`src/hw/rtl/prefix_or_lagrange_coeffs_mod_p_assert.svh`:
```
// Assertion macros used by the block's controller.
// Both are clocked on i_clk and held off while i_rst_n is low.
`ifndef PREFIX_OR_LAGRANGE_COEFFS_MOD_P_ASSERT_SVH
`define PREFIX_OR_LAGRANGE_COEFFS_MOD_P_ASSERT_SVH

// Same-cycle implication.
`define PROLC_ASSERT_IMPL(name, ante, cons, msg) \
    name: assert property (@(posedge i_clk) disable iff (!i_rst_n) (ante) |-> (cons)) \
        else $error(msg);

// Next-cycle implication.
`define PROLC_ASSERT_NEXT(name, ante, cons, msg) \
    name: assert property (@(posedge i_clk) disable iff (!i_rst_n) (ante) |=> (cons)) \
        else $error(msg);

`endif

```
`src/hw/rtl/prolc_pkg.sv`:
```
package prolc_pkg;

    localparam int MAX_DEGREE = 31;
    localparam int WORD_BITS  = 32;
    localparam int W          = WORD_BITS;
    localparam int DW         = 2 * W;
    localparam int CW         = W + 1;
    localparam int NP_DEPTH   = MAX_DEGREE + 2;
    localparam int NP_AW      = $clog2(NP_DEPTH);
    localparam int SUM_DEPTH  = MAX_DEGREE + 1;
    localparam int SUM_AW     = $clog2(SUM_DEPTH);
    localparam int CNT_W      = $clog2(MAX_DEGREE + 3);
    localparam int DIV_CW     = $clog2(DW + 1);

    typedef logic [2:0] t_asel;
    typedef logic [2:0] t_bsel;
    typedef logic [2:0] t_csel;
    typedef logic [3:0] t_dest;

    localparam t_asel A_ZERO = 3'd0;
    localparam t_asel A_NEG  = 3'd1;
    localparam t_asel A_AM   = 3'd2;
    localparam t_asel A_CUR  = 3'd3;
    localparam t_asel A_DEN  = 3'd4;
    localparam t_asel A_QM   = 3'd5;

    localparam t_bsel B_ZERO = 3'd0;
    localparam t_bsel B_MB   = 3'd1;
    localparam t_bsel B_CUR  = 3'd2;
    localparam t_bsel B_T0   = 3'd3;
    localparam t_bsel B_T1   = 3'd4;
    localparam t_bsel B_DIFF = 3'd5;

    localparam t_csel C_ZERO    = 3'd0;
    localparam t_csel C_MC      = 3'd1;
    localparam t_csel C_IDX     = 3'd2;
    localparam t_csel C_S_ONE   = 3'd3;
    localparam t_csel C_S_AM    = 3'd4;
    localparam t_csel C_AM_S_JM = 3'd5;
    localparam t_csel C_T0_S_QT = 3'd6;

    localparam t_dest D_NONE = 4'd0;
    localparam t_dest D_ONE  = 4'd1;
    localparam t_dest D_AM   = 4'd2;
    localparam t_dest D_NEG  = 4'd3;
    localparam t_dest D_JM   = 4'd4;
    localparam t_dest D_DIFF = 4'd5;
    localparam t_dest D_DEN  = 4'd6;
    localparam t_dest D_QT   = 4'd7;
    localparam t_dest D_TSH  = 4'd8;
    localparam t_dest D_CUR  = 4'd9;
    localparam t_dest D_NP   = 4'd10;
    localparam t_dest D_SUM  = 4'd11;

    typedef struct packed {
        logic              load_in;
        logic              mul_en;
        logic              div_start;
        logic              div_eu;
        logic              wb_en;
        t_dest             dest;
        t_asel             a_sel;
        t_bsel             b_sel;
        t_csel             c_sel;
        logic [CNT_W-1:0]  cidx;
        logic [NP_AW-1:0]  np_addr;
        logic              np_we;
        logic [SUM_AW-1:0] sum_addr;
        logic              sum_clr;
        logic              cap_b;
        logic              cap_c_np;
        logic              cap_c_sum;
        logic              den_init;
        logic              eu_init;
        logic              eu_cap;
        logic              cur_init;
        logic              out_load;
        logic [4:0]        out_power;
        logic              out_last;
        logic              out_bad;
    } t_cmd;

    typedef struct packed {
        logic s_zero;
        logic div_busy;
        logic r1_zero;
        logic r0_one;
        logic out_free;
    } t_stat;

endpackage

```
`src/hw/rtl/prolc_ctrl.sv`:
```
`include "prefix_or_lagrange_coeffs_mod_p_assert.svh"

module prolc_ctrl import prolc_pkg::*; (
    input  logic       i_clk,
    input  logic       i_rst_n,
    input  logic       i_valid,
    output logic       o_stall,
    input  logic [4:0] i_degree,
    output t_cmd       o_cmd,
    input  t_stat      i_stat
);

    localparam logic [5:0] ST_IDLE    = 6'd0;
    localparam logic [5:0] ST_CHK     = 6'd1;
    localparam logic [5:0] ST_CLR     = 6'd2;
    localparam logic [5:0] ST_ONE     = 6'd3;
    localparam logic [5:0] ST_NP0     = 6'd4;
    localparam logic [5:0] ST_NP1     = 6'd5;
    localparam logic [5:0] ST_P_AM    = 6'd6;
    localparam logic [5:0] ST_P_NEG   = 6'd7;
    localparam logic [5:0] ST_P_TOP   = 6'd8;
    localparam logic [5:0] ST_P_RB    = 6'd9;
    localparam logic [5:0] ST_P_RC    = 6'd10;
    localparam logic [5:0] ST_P_CAP   = 6'd11;
    localparam logic [5:0] ST_P_MAC   = 6'd12;
    localparam logic [5:0] ST_P_Z0R   = 6'd13;
    localparam logic [5:0] ST_P_Z0C   = 6'd14;
    localparam logic [5:0] ST_P_Z0M   = 6'd15;
    localparam logic [5:0] ST_L_AM    = 6'd16;
    localparam logic [5:0] ST_L_DEN0  = 6'd17;
    localparam logic [5:0] ST_L_JCHK  = 6'd18;
    localparam logic [5:0] ST_L_JM    = 6'd19;
    localparam logic [5:0] ST_L_DIFF  = 6'd20;
    localparam logic [5:0] ST_L_DEN   = 6'd21;
    localparam logic [5:0] ST_E_INIT  = 6'd22;
    localparam logic [5:0] ST_E_CHK   = 6'd23;
    localparam logic [5:0] ST_E_DIV   = 6'd24;
    localparam logic [5:0] ST_E_DW    = 6'd25;
    localparam logic [5:0] ST_E_QT    = 6'd26;
    localparam logic [5:0] ST_E_T2    = 6'd27;
    localparam logic [5:0] ST_E_END   = 6'd28;
    localparam logic [5:0] ST_S_RD    = 6'd29;
    localparam logic [5:0] ST_S_CAP   = 6'd30;
    localparam logic [5:0] ST_S_MAC   = 6'd31;
    localparam logic [5:0] ST_S_NPR   = 6'd32;
    localparam logic [5:0] ST_S_NPC   = 6'd33;
    localparam logic [5:0] ST_S_CUR   = 6'd34;
    localparam logic [5:0] ST_EMIT_RD = 6'd35;
    localparam logic [5:0] ST_EMIT_LD = 6'd36;

    localparam logic [1:0] PH_MUL  = 2'd0;
    localparam logic [1:0] PH_DIV  = 2'd1;
    localparam logic [1:0] PH_WAIT = 2'd2;

    logic [5:0]       r_state, n_state;
    logic [1:0]       r_ph, n_ph;
    logic [CNT_W-1:0] r_i, n_i, r_j, n_j, r_d, n_d;
    logic             r_bad, n_bad;
    logic             mac_st, mac_done;
    logic [CNT_W-1:0] d_p1, d_p2;
    t_cmd             cmd;

    assign d_p1     = r_d + 1'b1;
    assign d_p2     = r_d + 2'd2;
    assign mac_done = (r_ph == PH_WAIT) && !i_stat.div_busy;

    always_comb begin
        n_state = r_state;
        n_ph    = r_ph;
        n_i     = r_i;
        n_j     = r_j;
        n_d     = r_d;
        n_bad   = r_bad;
        mac_st  = 1'b0;
        cmd     = '0;

        unique case (r_state)
            ST_IDLE: begin
                if (i_valid) begin
                    cmd.load_in = 1'b1;
                    n_d = (CNT_W'(i_degree) > CNT_W'(MAX_DEGREE)) ? CNT_W'(MAX_DEGREE)
                                                                  : CNT_W'(i_degree);
                    n_bad   = 1'b0;
                    n_state = ST_CHK;
                end
            end
            ST_CHK: begin
                n_j = '0;
                if (i_stat.s_zero) begin
                    n_bad   = 1'b1;
                    n_state = ST_EMIT_RD;
                end else begin
                    n_state = ST_CLR;
                end
            end
            ST_CLR: begin
                cmd.sum_clr  = 1'b1;
                cmd.sum_addr = SUM_AW'(r_j);
                if (r_j == r_d) begin
                    n_state = ST_ONE;
                end else begin
                    n_j = r_j + 1'b1;
                end
            end
            ST_ONE: begin
                mac_st    = 1'b1;
                cmd.c_sel = C_IDX;
                cmd.cidx  = CNT_W'(1);
                cmd.dest  = D_ONE;
                if (mac_done) begin
                    n_state = ST_NP0;
                end
            end
            ST_NP0: begin
                mac_st      = 1'b1;
                cmd.c_sel   = C_S_ONE;
                cmd.dest    = D_NP;
                cmd.np_addr = '0;
                if (mac_done) begin
                    n_state = ST_NP1;
                end
            end
            ST_NP1: begin
                cmd.np_we   = 1'b1;
                cmd.np_addr = NP_AW'(1);
                if (r_d == '0) begin
                    n_j     = '0;
                    n_state = ST_EMIT_RD;
                end else begin
                    n_i     = CNT_W'(2);
                    n_state = ST_P_AM;
                end
            end
            ST_P_AM: begin
                mac_st    = 1'b1;
                cmd.c_sel = C_IDX;
                cmd.cidx  = r_i;
                cmd.dest  = D_AM;
                if (mac_done) begin
                    n_state = ST_P_NEG;
                end
            end
            ST_P_NEG: begin
                mac_st    = 1'b1;
                cmd.c_sel = C_S_AM;
                cmd.dest  = D_NEG;
                if (mac_done) begin
                    n_state = ST_P_TOP;
                end
            end
            ST_P_TOP: begin
                cmd.np_we   = 1'b1;
                cmd.np_addr = NP_AW'(r_i);
                n_j         = r_i - 1'b1;
                n_state     = ST_P_RB;
            end
            ST_P_RB: begin
                cmd.np_addr = NP_AW'(r_j);
                n_state     = ST_P_RC;
            end
            ST_P_RC: begin
                cmd.np_addr = NP_AW'(r_j - 1'b1);
                cmd.cap_b   = 1'b1;
                n_state     = ST_P_CAP;
            end
            ST_P_CAP: begin
                cmd.cap_c_np = 1'b1;
                n_state      = ST_P_MAC;
            end
            ST_P_MAC: begin
                mac_st      = 1'b1;
                cmd.a_sel   = A_NEG;
                cmd.b_sel   = B_MB;
                cmd.c_sel   = C_MC;
                cmd.dest    = D_NP;
                cmd.np_addr = NP_AW'(r_j);
                if (mac_done) begin
                    if (r_j == CNT_W'(1)) begin
                        n_state = ST_P_Z0R;
                    end else begin
                        n_j     = r_j - 1'b1;
                        n_state = ST_P_RB;
                    end
                end
            end
            ST_P_Z0R: begin
                cmd.np_addr = '0;
                n_state     = ST_P_Z0C;
            end
            ST_P_Z0C: begin
                cmd.cap_b = 1'b1;
                n_state   = ST_P_Z0M;
            end
            ST_P_Z0M: begin
                mac_st      = 1'b1;
                cmd.a_sel   = A_NEG;
                cmd.b_sel   = B_MB;
                cmd.dest    = D_NP;
                cmd.np_addr = '0;
                if (mac_done) begin
                    if (r_i == d_p1) begin
                        n_i     = CNT_W'(2);
                        n_state = ST_L_AM;
                    end else begin
                        n_i     = r_i + 1'b1;
                        n_state = ST_P_AM;
                    end
                end
            end
            ST_L_AM: begin
                mac_st    = 1'b1;
                cmd.c_sel = C_IDX;
                cmd.cidx  = r_i;
                cmd.dest  = D_AM;
                if (mac_done) begin
                    n_state = ST_L_DEN0;
                end
            end
            ST_L_DEN0: begin
                cmd.den_init = 1'b1;
                n_j          = CNT_W'(1);
                n_state      = ST_L_JCHK;
            end
            ST_L_JCHK: begin
                if (r_j == d_p2) begin
                    n_state = ST_E_INIT;
                end else if (r_j == r_i) begin
                    n_j = r_j + 1'b1;
                end else begin
                    n_state = ST_L_JM;
                end
            end
            ST_L_JM: begin
                mac_st    = 1'b1;
                cmd.c_sel = C_IDX;
                cmd.cidx  = r_j;
                cmd.dest  = D_JM;
                if (mac_done) begin
                    n_state = ST_L_DIFF;
                end
            end
            ST_L_DIFF: begin
                mac_st    = 1'b1;
                cmd.c_sel = C_AM_S_JM;
                cmd.dest  = D_DIFF;
                if (mac_done) begin
                    n_state = ST_L_DEN;
                end
            end
            ST_L_DEN: begin
                mac_st    = 1'b1;
                cmd.a_sel = A_DEN;
                cmd.b_sel = B_DIFF;
                cmd.dest  = D_DEN;
                if (mac_done) begin
                    n_j     = r_j + 1'b1;
                    n_state = ST_L_JCHK;
                end
            end
            ST_E_INIT: begin
                cmd.eu_init = 1'b1;
                n_state     = ST_E_CHK;
            end
            ST_E_CHK: begin
                n_state = i_stat.r1_zero ? ST_E_END : ST_E_DIV;
            end
            ST_E_DIV: begin
                cmd.div_start = 1'b1;
                cmd.div_eu    = 1'b1;
                n_state       = ST_E_DW;
            end
            ST_E_DW: begin
                cmd.div_eu = 1'b1;
                if (!i_stat.div_busy) begin
                    cmd.eu_cap = 1'b1;
                    n_state    = ST_E_QT;
                end
            end
            ST_E_QT: begin
                mac_st    = 1'b1;
                cmd.a_sel = A_QM;
                cmd.b_sel = B_T1;
                cmd.dest  = D_QT;
                if (mac_done) begin
                    n_state = ST_E_T2;
                end
            end
            ST_E_T2: begin
                mac_st    = 1'b1;
                cmd.c_sel = C_T0_S_QT;
                cmd.dest  = D_TSH;
                if (mac_done) begin
                    n_state = ST_E_CHK;
                end
            end
            ST_E_END: begin
                if (!i_stat.r0_one) begin
                    n_bad = 1'b1;
                end
                cmd.cur_init = 1'b1;
                n_j          = r_d;
                n_state      = ST_S_RD;
            end
            ST_S_RD: begin
                cmd.sum_addr = SUM_AW'(r_j);
                n_state      = ST_S_CAP;
            end
            ST_S_CAP: begin
                cmd.sum_addr  = SUM_AW'(r_j);
                cmd.cap_c_sum = 1'b1;
                n_state       = ST_S_MAC;
            end
            ST_S_MAC: begin
                mac_st       = 1'b1;
                cmd.a_sel    = A_CUR;
                cmd.b_sel    = B_T0;
                cmd.c_sel    = C_MC;
                cmd.dest     = D_SUM;
                cmd.sum_addr = SUM_AW'(r_j);
                if (mac_done) begin
                    if (r_j != '0) begin
                        n_state = ST_S_NPR;
                    end else if (r_i == d_p1) begin
                        n_j     = '0;
                        n_state = ST_EMIT_RD;
                    end else begin
                        n_i     = r_i + 1'b1;
                        n_state = ST_L_AM;
                    end
                end
            end
            ST_S_NPR: begin
                cmd.np_addr = NP_AW'(r_j);
                n_state     = ST_S_NPC;
            end
            ST_S_NPC: begin
                cmd.cap_c_np = 1'b1;
                n_state      = ST_S_CUR;
            end
            ST_S_CUR: begin
                // next quotient term of the synthetic division
                mac_st    = 1'b1;
                cmd.a_sel = A_AM;
                cmd.b_sel = B_CUR;
                cmd.c_sel = C_MC;
                cmd.dest  = D_CUR;
                if (mac_done) begin
                    n_j     = r_j - 1'b1;
                    n_state = ST_S_RD;
                end
            end
            ST_EMIT_RD: begin
                cmd.sum_addr = SUM_AW'(r_j);
                n_state      = ST_EMIT_LD;
            end
            ST_EMIT_LD: begin
                cmd.sum_addr = SUM_AW'(r_j);
                if (i_stat.out_free) begin
                    cmd.out_load  = 1'b1;
                    cmd.out_power = 5'(r_j);
                    cmd.out_last  = (r_j == r_d);
                    cmd.out_bad   = r_bad;
                    if (r_j == r_d) begin
                        n_state = ST_IDLE;
                    end else begin
                        n_j     = r_j + 1'b1;
                        n_state = ST_EMIT_RD;
                    end
                end
            end
            default: n_state = ST_IDLE;
        endcase

        // shared multiply, then reduce, then write back
        if (mac_st) begin
            case (r_ph)
                PH_MUL: begin
                    cmd.mul_en = 1'b1;
                    n_ph       = PH_DIV;
                end
                PH_DIV: begin
                    cmd.div_start = 1'b1;
                    n_ph          = PH_WAIT;
                end
                PH_WAIT: begin
                    if (!i_stat.div_busy) begin
                        cmd.wb_en = 1'b1;
                        n_ph      = PH_MUL;
                    end
                end
                default: n_ph = PH_MUL;
            endcase
        end
    end

    always_ff @(posedge i_clk) begin
        if (!i_rst_n) begin
            r_state <= ST_IDLE;
            r_ph    <= PH_MUL;
            r_i     <= '0;
            r_j     <= '0;
            r_d     <= '0;
            r_bad   <= 1'b0;
        end else begin
            r_state <= n_state;
            r_ph    <= n_ph;
            r_i     <= n_i;
            r_j     <= n_j;
            r_d     <= n_d;
            r_bad   <= n_bad;
        end
    end

    assign o_cmd   = cmd;
    assign o_stall = (r_state != ST_IDLE);

    `PROLC_ASSERT_IMPL(a_div_not_busy, cmd.div_start, !i_stat.div_busy, "divider restarted while busy")
    `PROLC_ASSERT_IMPL(a_out_slot_free, cmd.out_load, i_stat.out_free, "result register overwritten")
    `PROLC_ASSERT_IMPL(a_wb_after_wait, cmd.wb_en, (r_ph == PH_WAIT) && !i_stat.div_busy, "early writeback")
    `PROLC_ASSERT_NEXT(a_busy_after_take, (r_state == ST_IDLE) && i_valid, o_stall, "request not held off")

endmodule

```
`config.mk`:
```
export PLATFORM = sky130hd
export DESIGN_NAME = prolc_ctrl
export DESIGN_NICKNAME = d
export VERILOG_FILES = /design/src/hw/rtl/prolc_pkg.sv /design/src/hw/rtl/prolc_ctrl.sv
export VERILOG_INCLUDE_DIRS = /design/src /design/src/hw/rtl
export SDC_FILE = /design/constraint.sdc
export NUM_CORES = 1
export LEC_CHECK = 0
export ABC_AREA = 0
export BUFFER_PORTS_ARGS = -buffer_cell sky130_fd_sc_hd__buf_2
export CAP_MARGIN = 25
export CORE_MARGIN = 2
export CORE_UTILIZATION = 55
export CTS_CLUSTER_SIZE = 14
export DETAILED_ROUTE_END_ITERATION = 6
export HOLD_SLACK_MARGIN = 0.05
export PLACE_DENSITY = 0.79
export SYNTH_ARGS = -nofsm -noshare
export SYNTH_HDL_FRONTEND = slang
export SYNTH_SLANG_ARGS = --single-unit
```
`constraint.sdc`:
```
create_clock -name i_clk -period 3.1 [get_ports i_clk]
set_clock_uncertainty 0.05 [all_clocks]
set_input_delay 0.62 -clock i_clk [delete_from_list [all_inputs] [get_ports i_clk]]
set_output_delay 0.62 -clock i_clk [all_outputs]
set_load 0.02 [all_outputs]
```
* Yosys cells after proc, flatten, opt, wreduce, memory -nomap -nowiden *
Cells that the tools add are included.

cells by class
  add/sub/neg operators = 6
  eq/ne operators = 73
  multiplexer cells = 83
  reduce and logical (&&, ||, !) cells = 28

operators with widths
  kind                                                             count
  6-bit 2-to-1 mux                                                 43
  6-bit one-hot mux with 37 select lines                           1
  6-bit by 5-bit == test with 1-bit output, second input constant  16
  6-bit one-hot mux with 12 select lines                           1
  2-bit != test, second input constant                             29
  6-bit by 4-bit == test with 1-bit output, second input constant  8
  4-bit one-hot mux with 11 select lines                           1
  6-bit one-hot mux with 3 select lines                            2
  6-bit == test, second input constant                             5
  6-bit one-hot mux with 5 select lines                            1
  6-bit by 3-bit == test with 1-bit output, second input constant  4
  6-bit one-hot mux with 4 select lines                            1
  1-bit 2-to-1 mux                                                 22
  19-bit AND reduction                                             1
  6-bit == test                                                    3
  3-bit one-hot mux with 6 select lines                            1
  8-bit 2-to-1 mux                                                 2
  14-bit OR reduction                                              1
  6-bit by 1-bit adder with 6-bit output, second input constant    2
  6-bit by 1-bit == test with 1-bit output, second input constant  2
  6-bit by 2-bit == test with 1-bit output, second input constant  2
  6-bit zero test                                                  2
  12-bit AND reduction                                             1
  12-bit nonzero test                                              1
  other kinds (24)                                                 38

storage, ports and cells
  bits in registers = 26
  input port bits = 13
  output and inout bits = 53

* Depth between registers and ports, before layout *
  depth in word-level cells = 6
  mapped depth = 11
  gate-level depth less buffers = 8

* Worst setup path before layout *
OpenSTA, ideal clock, no wires.

  kind = register to output
  start = register r_state[3]
  end = output o_cmd[41] in the netlist's numbering
  arrival time = 2.088 ns
  required time = 2.430 ns
  slack = 0.342 ns
  stages on the path, launching flop included = 9
  path buffers = 5
  path through = dfxtp_1 > buf_2 > clkbuf_1 > clkbuf_1 > buf_1 > nand2_1 > o32a_1 > nor2_1 > buf_4

RTL lines
  what                    line               source
  start, declared         prolc_ctrl.sv:55   logic [5:0] r_state, n_state;
  start signal, assigned  prolc_ctrl.sv:405  r_state <= n_state;
  end, declared           prolc_ctrl.sv:9    output t_cmd o_cmd,

==> results.toml <==
[routing]
via_per_inst = 6.739
first_iter_violations = 619
drtPass1Iterations = 6
vias = 4394
drtAntennaViolNets = 0
wl_per_cell_um = 19.42
drc = 0
routed_wl_um = 12660

[setup_path]
crit_path_end_kind = "output pin"
regToRegSetupSlack_ns = 0.22
path_cells = "or2_2 -> or3_1 -> and2_1 -> nor2_1 -> nand2_1 -> o21ai_0 -> buf_2"
crit_arrival_ns = 2.28
worstPathRequired_ns = 2.43
critical_path.top_delay_family = "simple AND/OR/NAND/NOR gates"
cp_num_buf_inv = 1
critPathKind = "register to output pin"
max_stage_delay_ns = 0.46
cpMaxStageDelayCell = "or3_1"
worst_setup_path_start_kind = "register"
crit_fanout = 12

[cts]
worstSkewPairLatency_ns = 0.28
root_buffer = "clkbuf_8"
cts_setup_buffers = 0
cts_tree = "done"
htreeDepth = 1
cts.clk_slew.worst_paths_ns = 0.11
numCtsBuffers = 3
cts_resized = 0
cts.sinks = 26
cts_hold_buf = 0
ctsLongestPathBuffers = 2

[final_layout]
area_growth_pct = 16.72
nets = 600
final_area_um2 = 4053
drive_above_1_share = 0.2114
postLayoutCoreUtil = 0.6726
diodes = 0

[yosys]
synthArstFlopShare = 0
yosysUniqueCellTypes = 66
seq_area_frac_synth = 0.1499
synth-seq-cells = 26
syn_area_per_cell_um2 = 6.690
syn_inst = 519
synth_ff_type = "dfxtp_1"
syn_area_um2 = 3472
synth_nets = 541
synth_edf_count = 0
ys_warn_count = 0

[grt]
grt.total_usage = 0.3487
grt_first_pass_wirelength_um = 20070
grt_pass1_vias = 3889
grt_max_degree = 40
antenna_found_initial = 1
grt-ovfl-total = 0

[die]
coreArea_um2 = 6026
dieHeight_um = 83.46
die_area_um2 = 6965
die_w_um = 83.46
io_pins = 66
rows = 28
start_util = 0.5762

[sta]
setup-tns-final_ns = 0
post-route-period-util = 0.9523
slew_viol_final = 0
worst_pin_slew_ns = 0.6371
fin_ws_ns = 0.1478
setup_viol = 0
worst_slew_margin_rel = 0.5741
grt_setup_unrepaired = "no"
hold_viol = 0
finalCriticalPeriod_ns = 2.952
max_freq_ghz = 0.3387
holdWs_ns = 0.5019

[status]
outcome = "complete, no violations"

[place]
dpl_worst_slack_ns = 0.3253
gp_congestion = 1.079
dpl_cell_area_um2 = 3971
hpwl_um = 9495
numPortBuffers = 65

[run]
cap_violations = 0

[power_and_ir_drop]
peakVddDrop_v = 0.0004081
p_leak_nw = 1.768
powerDensity_nw_per_um2 = 750.3

[hold_path]
min_path_type = "register to register"
report_power, final:
group	switching (mW)	internal, mW
combinational	1.37	0.795
clock	0.129	0.173
sequential	0.161	0.411
total	1.66	1.38
logic make-up (layout without fill, tap and decap cells):
kind of cell,count (synthesis),after routing,share of synthesized area
DFF,26,26,0.1499
muxes,4,4,0.01153
buffers and inverters,66,124,0.08468
adders and majority gates,9,9,0.03243
xor gates and xnor gates,36,36,0.09081
AOI/OAI and AO/OA,158,158,0.3175
and+or+nand+nor,220,220,0.3132
flip-flops by register name, indices dropped and copies added (netlist names):
name     count
r_bad        1
r_i          6
r_d          5
r_ph         2
r_j          6
r_state      6
placed cells by master (no fill, tap or decap), types with 4 or more instances in the layout:
cell / netlist / final
nor3b_1: 6 / 6
o21ai_0: 25 / 25
nand3_1: 14 / 14
nor3_1: 23 / 23
nor2_1: 58 / 58
and3_1: 11 / 11
nand2_1: 55 / 55
a21oi_1: 38 / 38
a211oi_1: 11 / 11
nor4_1: 5 / 5
ha_1: 9 / 9
and2_1: 4 / 4
nor2b_1: 13 / 13
inv_1: 14 / 14
xor2_1: 19 / 19
or3_1: 4 / 4
xnor2_1: 17 / 17
o211ai_1: 7 / 7
dfxtp_1: 26 / 23
a31oi_1: 4 / 4
a22o_1: 7 / 7
nand2b_1: 11 / 10
buf_4: 3 / 36
a221o_1: 4 / 4
buf_2: 16 / 65
mux2i_1: 4 / 4
o22ai_1: 11 / 11
o32ai_1: 5 / 5
a32oi_1: 5 / 5
tightest hold or removal path: cells and delay by family, from the launching register on:
family | cells | cell delay, ns
flip-flops | 1 | 0.36
AO/OA/AOI/OAI | 2 | 0.16
stage by stage:
step | power [mW] | std cells
final | 3.041 | 652
after global routing | 3.233 | 652
after CTS | 2.953 | 652
after detailed placement | 2.645 | 648
after global placement | 2.628 | 648
after floorplan | 2.054 | 519
final timing paths:
path / startpoint / end / depth (start not counted)
hold / removal: r_ph[1] / r_ph[1] / 2
setup reg to reg: r_d[2] / r_state[0] / 8
setup / recovery: r_state[0] / o_cmd[49] / 7
hold reg to reg: r_ph[1] / r_ph[1] / 2
layout make-up:
type / instances / area, µm²
multi-input combinational: 427 / 2660
fill: 554 / 1973
timing repair buffer: 103 / 635.6
sequential: 26 / 524.3
tap: 75 / 93.84
inverter: 17 / 67.56
clock buffer: 3 / 41.29
clock inverter: 1 / 30.03
synthesized netlist by cell type (7+ instances only):
cell      instances  area [µm²]
a211oi_1         11       82.58
a21oi_1          38       190.2
a22o_1            7       61.31
and3_1           11       68.82
buf_1             9       33.78
buf_2            16       80.08
clkbuf_1         19       71.32
dfxtp_1          26       520.5
ha_1              9       112.6
inv_1            14       52.55
nand2_1          55       206.5
nand2b_1         11       68.82
nand3_1          14       70.07
nor2_1           58       217.7
nor2b_1          13       81.33
nor3_1           23       115.1
o211ai_1          7       52.55
o21ai_0          25       125.1
o22ai_1          11       68.82
xnor2_1          17       148.9
xor2_1           19       166.4
layer usage:
metal  up-vias  global-route usage  wire, µm
met5         -                   0         7
met4         2             0.09091       264
met3        28             0.09001      1734
met2       320              0.5301      5568
met1      2042              0.4912      5084
li1       2002                   -         -
No activity file was read; power rests on OpenSTA's default activity.
